### src/rtl/tes_pkg.sv
// Package for the triangle element stiffness block: widths, shared types,
// constants and the saturation helper. No dependencies.
package tes_pkg;

  localparam int NODE_W  = 16;
  localparam int Q_W     = 32;
  localparam int DIFF_W  = Q_W + 1;
  localparam int PROD_W  = 2 * DIFF_W;
  localparam int SUM_W   = PROD_W + 1;
  localparam int MAG_W   = PROD_W;
  localparam int FRAC_W  = 16;
  localparam int SNUM_W  = MAG_W + FRAC_W;
  localparam int SDEN_W  = MAG_W + 1;
  localparam int LO_W    = DIFF_W;
  localparam int HI_W    = MAG_W - LO_W;
  localparam int PP_W    = 2 * DIFF_W;
  localparam int LNUM_W  = MAG_W + DIFF_W;
  localparam int FRONT_LAT = 5;
  localparam int DIV_LAT   = Q_W + 1;

  // The load divides by 12 * 2^32: a shift by 34 bits, then a division by 3
  // done as a multiplication by the rounded-up reciprocal 2^35 / 3.
  localparam int LOAD_SHIFT = Q_W + 2;
  localparam int LTOP_W     = LNUM_W - LOAD_SHIFT;
  localparam int RECIP_W    = Q_W + 2;
  localparam int LPROD_W    = 2 * RECIP_W;

  localparam logic [LNUM_W-1:0]  LOAD_BIAS = LNUM_W'(6) << Q_W;
  localparam logic [LTOP_W-1:0]  LOAD_LIM  = LTOP_W'(3) << Q_W;
  localparam logic [RECIP_W-1:0] RECIP3    = 34'h2_AAAA_AAAB;

  localparam logic [Q_W-1:0] Q_MAX = {1'b0, {(Q_W-1){1'b1}}};
  localparam logic [Q_W-1:0] Q_MIN = {1'b1, {(Q_W-1){1'b0}}};

  typedef logic [1:0] tes_row_t;
  localparam tes_row_t FIRST_ROW = 2'd0;
  localparam tes_row_t LAST_ROW  = 2'd2;

  typedef struct packed {
    logic [2:0][NODE_W-1:0] node;
    logic [2:0][Q_W-1:0]    x;
    logic [2:0][Q_W-1:0]    y;
    logic [2:0][Q_W-1:0]    f;
  } tes_item_t;

  typedef struct packed {
    logic                   valid;
    tes_row_t               row;
    tes_item_t              item;
  } tes_seq_t;

  typedef struct packed {
    logic [NODE_W-1:0]      row_node;
    logic [2:0][NODE_W-1:0] col_node;
    logic                   last_row;
    logic                   degen;
    logic [2:0]             stiff_neg;
    logic                   load_neg;
  } tes_ctl_t;

  function automatic logic [Q_W-1:0] sat_q(input logic [Q_W-1:0] mag, input logic ovf,
                                           input logic neg);
    logic [Q_W-1:0] r;
    if (neg) begin
      if (ovf || (mag > Q_MIN)) r = Q_MIN;
      else r = -mag;
    end else begin
      if (ovf || (mag > Q_MAX)) r = Q_MAX;
      else r = mag;
    end
    return r;
  endfunction

endpackage

### src/rtl/tes_if.sv
// Channel interfaces of the triangle element stiffness block.
// Depends on tes_pkg for the field widths.
interface tes_in_if;
  import tes_pkg::*;
  logic                     valid;
  logic                     ready;
  logic [NODE_W-1:0]        node_a, node_b, node_c;
  logic signed [Q_W-1:0]    xa, ya, xb, yb, xc, yc;
  logic signed [Q_W-1:0]    src_opp_a, src_opp_b, src_opp_c;
  modport source(output valid, node_a, node_b, node_c, xa, ya, xb, yb, xc, yc,
                 src_opp_a, src_opp_b, src_opp_c, input ready);
  modport sink(input valid, node_a, node_b, node_c, xa, ya, xb, yb, xc, yc,
               src_opp_a, src_opp_b, src_opp_c, output ready);
endinterface


### src/rtl/tes_seq.sv
// Row sequencer: holds one element and issues its three rows one after another while en_i is high.
// Depends on tes_pkg and tes_if.
module tes_seq (
  input  logic              clk_i,
  input  logic              rst_ni,
  input  logic              en_i,
  tes_in_if.sink            in_i,
  output tes_pkg::tes_seq_t seq_o
);
  import tes_pkg::*;

  logic      valid_q;
  tes_row_t  row_q;
  tes_item_t item_q, item_d;
  logic      fire;

  assign in_i.ready = en_i && (!valid_q || (row_q == LAST_ROW));
  assign fire       = in_i.valid && in_i.ready;

  always_comb begin
    item_d.node = {in_i.node_c, in_i.node_b, in_i.node_a};
    item_d.x    = {in_i.xc, in_i.xb, in_i.xa};
    item_d.y    = {in_i.yc, in_i.yb, in_i.ya};
    item_d.f    = {in_i.src_opp_c, in_i.src_opp_b, in_i.src_opp_a};
  end

  always_ff @(posedge clk_i or negedge rst_ni) begin
    if (!rst_ni) begin
      valid_q <= 1'b0;
      row_q   <= FIRST_ROW;
    end else if (en_i) begin
      if (fire) begin
        valid_q <= 1'b1;
        row_q   <= FIRST_ROW;
      end else if (valid_q && (row_q != LAST_ROW)) begin
        row_q   <= row_q + 2'd1;
      end else begin
        valid_q <= 1'b0;
      end
    end
  end

  always_ff @(posedge clk_i) begin
    if (fire) begin
      item_q <= item_d;
    end
  end

  assign seq_o = '{valid: valid_q, row: row_q, item: item_q};
endmodule

### src/flat_wrapper.sv
// flat-port wrapper written by rule: the top's interface ports become plain ports
module tes_seq_flat import tes_pkg::*;
  (clk_i, rst_ni, en_i, seq_o, in_i_valid, in_i_node_a, in_i_node_b, in_i_node_c, in_i_xa, in_i_ya, in_i_xb, in_i_yb, in_i_xc, in_i_yc, in_i_src_opp_a, in_i_src_opp_b, in_i_src_opp_c, in_i_ready);
  tes_in_if in_i_i ();
  input  logic clk_i;
  input  logic rst_ni;
  input  logic en_i;
  output tes_pkg::tes_seq_t seq_o;
  input wire logic [$bits(in_i_i.valid)-1:0] in_i_valid;
  input wire logic [$bits(in_i_i.node_a)-1:0] in_i_node_a;
  input wire logic [$bits(in_i_i.node_b)-1:0] in_i_node_b;
  input wire logic [$bits(in_i_i.node_c)-1:0] in_i_node_c;
  input wire logic [$bits(in_i_i.xa)-1:0] in_i_xa;
  input wire logic [$bits(in_i_i.ya)-1:0] in_i_ya;
  input wire logic [$bits(in_i_i.xb)-1:0] in_i_xb;
  input wire logic [$bits(in_i_i.yb)-1:0] in_i_yb;
  input wire logic [$bits(in_i_i.xc)-1:0] in_i_xc;
  input wire logic [$bits(in_i_i.yc)-1:0] in_i_yc;
  input wire logic [$bits(in_i_i.src_opp_a)-1:0] in_i_src_opp_a;
  input wire logic [$bits(in_i_i.src_opp_b)-1:0] in_i_src_opp_b;
  input wire logic [$bits(in_i_i.src_opp_c)-1:0] in_i_src_opp_c;
  output wire logic [$bits(in_i_i.ready)-1:0] in_i_ready;
  assign in_i_i.valid = in_i_valid;
  assign in_i_i.node_a = in_i_node_a;
  assign in_i_i.node_b = in_i_node_b;
  assign in_i_i.node_c = in_i_node_c;
  assign in_i_i.xa = in_i_xa;
  assign in_i_i.ya = in_i_ya;
  assign in_i_i.xb = in_i_xb;
  assign in_i_i.yb = in_i_yb;
  assign in_i_i.xc = in_i_xc;
  assign in_i_i.yc = in_i_yc;
  assign in_i_i.src_opp_a = in_i_src_opp_a;
  assign in_i_i.src_opp_b = in_i_src_opp_b;
  assign in_i_i.src_opp_c = in_i_src_opp_c;
  assign in_i_ready = in_i_i.ready;
  tes_seq u_core (.clk_i(clk_i), .rst_ni(rst_ni), .en_i(en_i), .in_i(in_i_i), .seq_o(seq_o));
endmodule
### config.mk
export PLATFORM = sky130hd
export DESIGN_NAME = tes_seq_flat
export DESIGN_NICKNAME = d
export VERILOG_FILES = /design/src/rtl/tes_pkg.sv /design/src/rtl/tes_if.sv /design/src/rtl/tes_seq.sv /design/src/flat_wrapper.sv
export SDC_FILE = /design/constraint.sdc
export NUM_CORES = 1
export LEC_CHECK = 0
export BUFFER_PORTS_ARGS = -buffer_cell sky130_fd_sc_hd__buf_2
export CORE_AREA = 4 4 264 266
export CTS_CLUSTER_DIAMETER = 80
export DETAILED_ROUTE_END_ITERATION = 10
export DIE_AREA = 0 0 268 270
export GPL_TIMING_DRIVEN = 0
export PLACE_DENSITY_LB_ADDON = 0.12
export REMOVE_ABC_BUFFERS = 1
export SETUP_SLACK_MARGIN = 0.2
export SKIP_CTS_REPAIR_TIMING = 1
export SLEW_MARGIN = 20
export SYNTH_ARGS = -nofsm -noshare
export SYNTH_HDL_FRONTEND = slang
export SYNTH_SLANG_ARGS = --single-unit
### constraint.sdc
create_clock -name clk_i -period 10.5 [get_ports clk_i]
set_input_delay 0.525 -clock clk_i [delete_from_list [all_inputs] [get_ports clk_i]]
set_output_delay 0.525 -clock clk_i [all_outputs]
set_load 0.05 [all_outputs]
==> qor.txt <==
STA
--------------------------------------------------------------------------------
Setup slack of the critical path after layout .....................      7.86 ns
Max-slew headroom at the worst pin ................................        73.8%
RSZ-0062 raised after global routing ..............................           no
Highest achievable clock rate .....................................      379 MHz
Shortest period the worst path allows .............................      2.64 ns
Final Hold Vio Count ..............................................            0
Final-report max-slew violation count .............................            0
Post-Route Setup TNS ..............................................         0 ns
Transition time at the pin with the least slew margin .............     0.392 ns
Final Setup Violations ............................................            0
Max Clock Skew ....................................................    0.0193 ns
Post-route fraction of the period consumed by the critical path ...        25.1%

SYNTH
--------------------------------------------------------------------------------
Biggest area contributors in the synthesized netlist .............. sky130_fd_sc_hd__edfxtp_1 98%, sky130_fd_sc_hd__dfrtp_1 0.73%, sky130_fd_sc_hd__nor2b_4 0.13%, sky130_fd_sc_hd__ha_1 0.12%, sky130_fd_sc_hd__a22o_2 0.097%
Simple-gate share of the synthesized area .........................       0.390%
Post-synthesis cell count .........................................          353
Proportion of synthesized chip area in sequential cells ...........        99.0%
YS warnings .......................................................            0
Avg Cell Area, Syn ................................................     29.1 µm²
Area share of fa/ha/maj cells after synthesis .....................       0.122%
Number of synthesized register bits ...............................          339
Biggest area consumer among synthesized cells ..................... sky130_fd_sc_hd__edfxtp_1
Post-synthesis instance area ......................................    10300 µm²
Complex-gate fraction of the synthesized area .....................       0.414%
Multiplexer area fraction after synthesis .........................           0%
Combinational family with the most area after synthesis ........... compound AO/OA/AOI/OAI gates
Count of unique library cells instantiated by Yosys ...............           15
Xor/xnor share of the synthesized area ............................           0%
Post-synth top area share .........................................        98.2%

WORST SETUP PATH
--------------------------------------------------------------------------------
Cell-by-cell trace of the critical path ........................... inv_1 -> ha_1 -> nand2b_1 -> and3_4 -> buf_16 -> buf_16 -> buf_16
Crit path required time ...........................................     10.72 ns
Maximum fanout along the worst path ...............................           52
Cell seen most often among critical-path stages ................... sky130_fd_sc_hd__buf_16
Cell with the largest stage delay on the worst path ............... sky130_fd_sc_hd__and3_4
WS Path Type ...................................................... flip-flop to flip-flop
Worst stage delay on the critical path ............................      0.45 ns
Startpoint type of the worst setup path ...........................    flip-flop
Kind of end point of the critical path ............................    flip-flop
Worst path arrival time ...........................................      2.86 ns

FLOORPLAN
--------------------------------------------------------------------------------
Die H .............................................................       270 µm
Horizontal die dimension ..........................................       268 µm
Starting density of the core ......................................        15.3%
Site row count ....................................................           95
Number of top-level design ports ..................................          680
Die footprint .....................................................    72400 µm²
Area of the core ..................................................    67000 µm²

CELLS AND AREA
--------------------------------------------------------------------------------
Most common cell after layout, fill and taps aside ................ sky130_fd_sc_hd__buf_2
Top library cells by usage in the layout, fill and taps aside ..... 679 x sky130_fd_sc_hd__buf_2, 336 x sky130_fd_sc_hd__edfxtp_1, 45 x sky130_fd_sc_hd__clkbuf_16
Post-Route Utilization ............................................        24.3%
Post-layout net count .............................................         1426
Ratio of cells with drive above 1 in the final layout .............        67.2%
Layout-stage area growth over the synthesis result ................        58.4%

GLOBAL ROUTE
--------------------------------------------------------------------------------
Number of antenna violations at the first check in global routing .            7
Final global-route overflow total .................................            0
Via count of the first global-routing pass ........................         6865
Total routing usage reported by global routing ....................        9.42%
Global-route wire length before repair ............................     49900 µm
Largest net degree at the start of global routing .................           53

MIN PATH
--------------------------------------------------------------------------------
Path class of the lowest-slack min-delay path ..................... primary input to flip-flop

RUN STATUS
--------------------------------------------------------------------------------
Outcome ........................................................... finished, final reports clean

PLACE
--------------------------------------------------------------------------------
IO buf count ......................................................          679
HPWL after detailed placement .....................................     28700 µm
Worst Setup Slack post-DPL ........................................      7.81 ns
Routability congestion estimate from global placement .............        0.710

PWR
--------------------------------------------------------------------------------
Leakage Power .....................................................      6.55 nW
Power density relative to cell area ...............................   241 nW/µm²
Maximum VDD drop ..................................................     0.107 mV
Power consumption .................................................      3.92 mW

FLOW RUN
--------------------------------------------------------------------------------
Max-Cap Viols .....................................................            0

CLOCKING
--------------------------------------------------------------------------------
Number of buffers between clock root and the deepest sink .........            3
Number of levels in the clock H-tree ..............................            2
CTS tree ..........................................................         done
Root Buffer Master ................................................ sky130_fd_sc_hd__clkbuf_16
TritonCTS Sinks ...................................................          339
Clock-pin slew on the worst setup and hold paths ..................      0.06 ns
Clk Latency, worst-skew pair ......................................      0.55 ns
TritonCTS buffer count ............................................           44

ROUTE
--------------------------------------------------------------------------------
ANT nets after route ..............................................            0
Via count .........................................................         6390
Detail-routed net length per standard cell ........................      18.1 µm
Remaining design rule violation count .............................            0
Average via count per standard cell ...............................         3.21
Iteration-0 DRC count of the detailed router ......................          331
Final WL ..........................................................     36000 µm
DRT Pass-1 Iters ..................................................            4

-- power breakdown --
group          switching, mW  internal, mW
Sequential            0.0342          1.68
Combinational          0.664         0.168
Clock                  0.568         0.810
Total                   1.27          2.66
-- registers in the layout, summed over array words and instances, names as in the netlist --
signal,cells
u_core.row_q,2
u_core.valid_q,1
u_core.seq_o,336
-- cell type report --
cell class                      count  area [µm²]
Fill cell                        7134       50800
Sequential cell                   339       10200
Timing Repair Buffer              687        3590
Clock buffer                       55        1160
Tap cell                          873        1090
Clock inverter                     21         148
Multi-Input combinational cell     12         100
Antenna cell                        3        7.51
Inverter                            1        3.75
-- metal layers --
layer  global-route usage [%]  share of wire (%)
met1                     8.73                 31
met5                        0               0.15
met2                     18.5                 57
met3                     3.66                9.5
met4                     3.21                2.5
-- per-stage QoR --
stage,instance area (µm²),hold WS (ns),instances
after floorplan,10300,0.229,352
after global placement,14800,0.336,1904
after detailed placement,14900,0.341,1911
after CTS,16300,-0.266,1987
after global routing,16300,0.0911,1990
final,16300,0.144,1991
-- synth_stat cells --
cell                        count
sky130_fd_sc_hd__nand2b_1       1
sky130_fd_sc_hd__dfrtp_1        3
sky130_fd_sc_hd__a22o_2         1
sky130_fd_sc_hd__ha_1           1
sky130_fd_sc_hd__edfxtp_1     336
sky130_fd_sc_hd__o2bb2ai_1      1
sky130_fd_sc_hd__o211a_1        1
sky130_fd_sc_hd__and2_1         1
sky130_fd_sc_hd__nor2b_4        1
sky130_fd_sc_hd__o21ai_0        1
sky130_fd_sc_hd__a21oi_2        1
sky130_fd_sc_hd__inv_1          1
sky130_fd_sc_hd__nand2_1        2
sky130_fd_sc_hd__buf_4          1
sky130_fd_sc_hd__and3_1         1
-- worst paths after layout --
| path | slack [ns] | from | cells past startpoint | end |
|---|---|---|---|---|
| worst max-delay path | 7.86 | u_core.row_q[0] | 7 | u_core.seq_o[147] |
| worst min-delay path | 0.14 | in_i_yb[9] | 1 | u_core.seq_o[137] |
| worst max register to register | 7.86 | u_core.row_q[0] | 7 | u_core.seq_o[147] |
| worst min register to register | 0.53 | u_core.row_q[1] | 1 | u_core.row_q[1] |
| max in group asynchronous | 10.03 | rst_ni | 2 | u_core.valid_q |
| min in group asynchronous | 0.35 | rst_ni | 2 | u_core.row_q[0] |
-- critical path, delay by kind of cell (launching register included) --
family	cells	cell delay, ns
adders and majority gates	1	0.24
and+or+nand+nor	2	0.60
buffers and inverters	4	0.97
DFF	1	0.41
-- kinds of logic (layout without fill, tap and decap cells) --
| kind of cell | Yosys count | after routing |
|---|---|---|
| compound gates | 5 | 5 |
| fa+ha+maj | 1 | 1 |
| buf+inv | 2 | 764 |
| flops | 339 | 339 |
| other cells | 0 | 3 |
| simple gates | 6 | 6 |
Note: power is estimated with default switching activity, not from simulation.
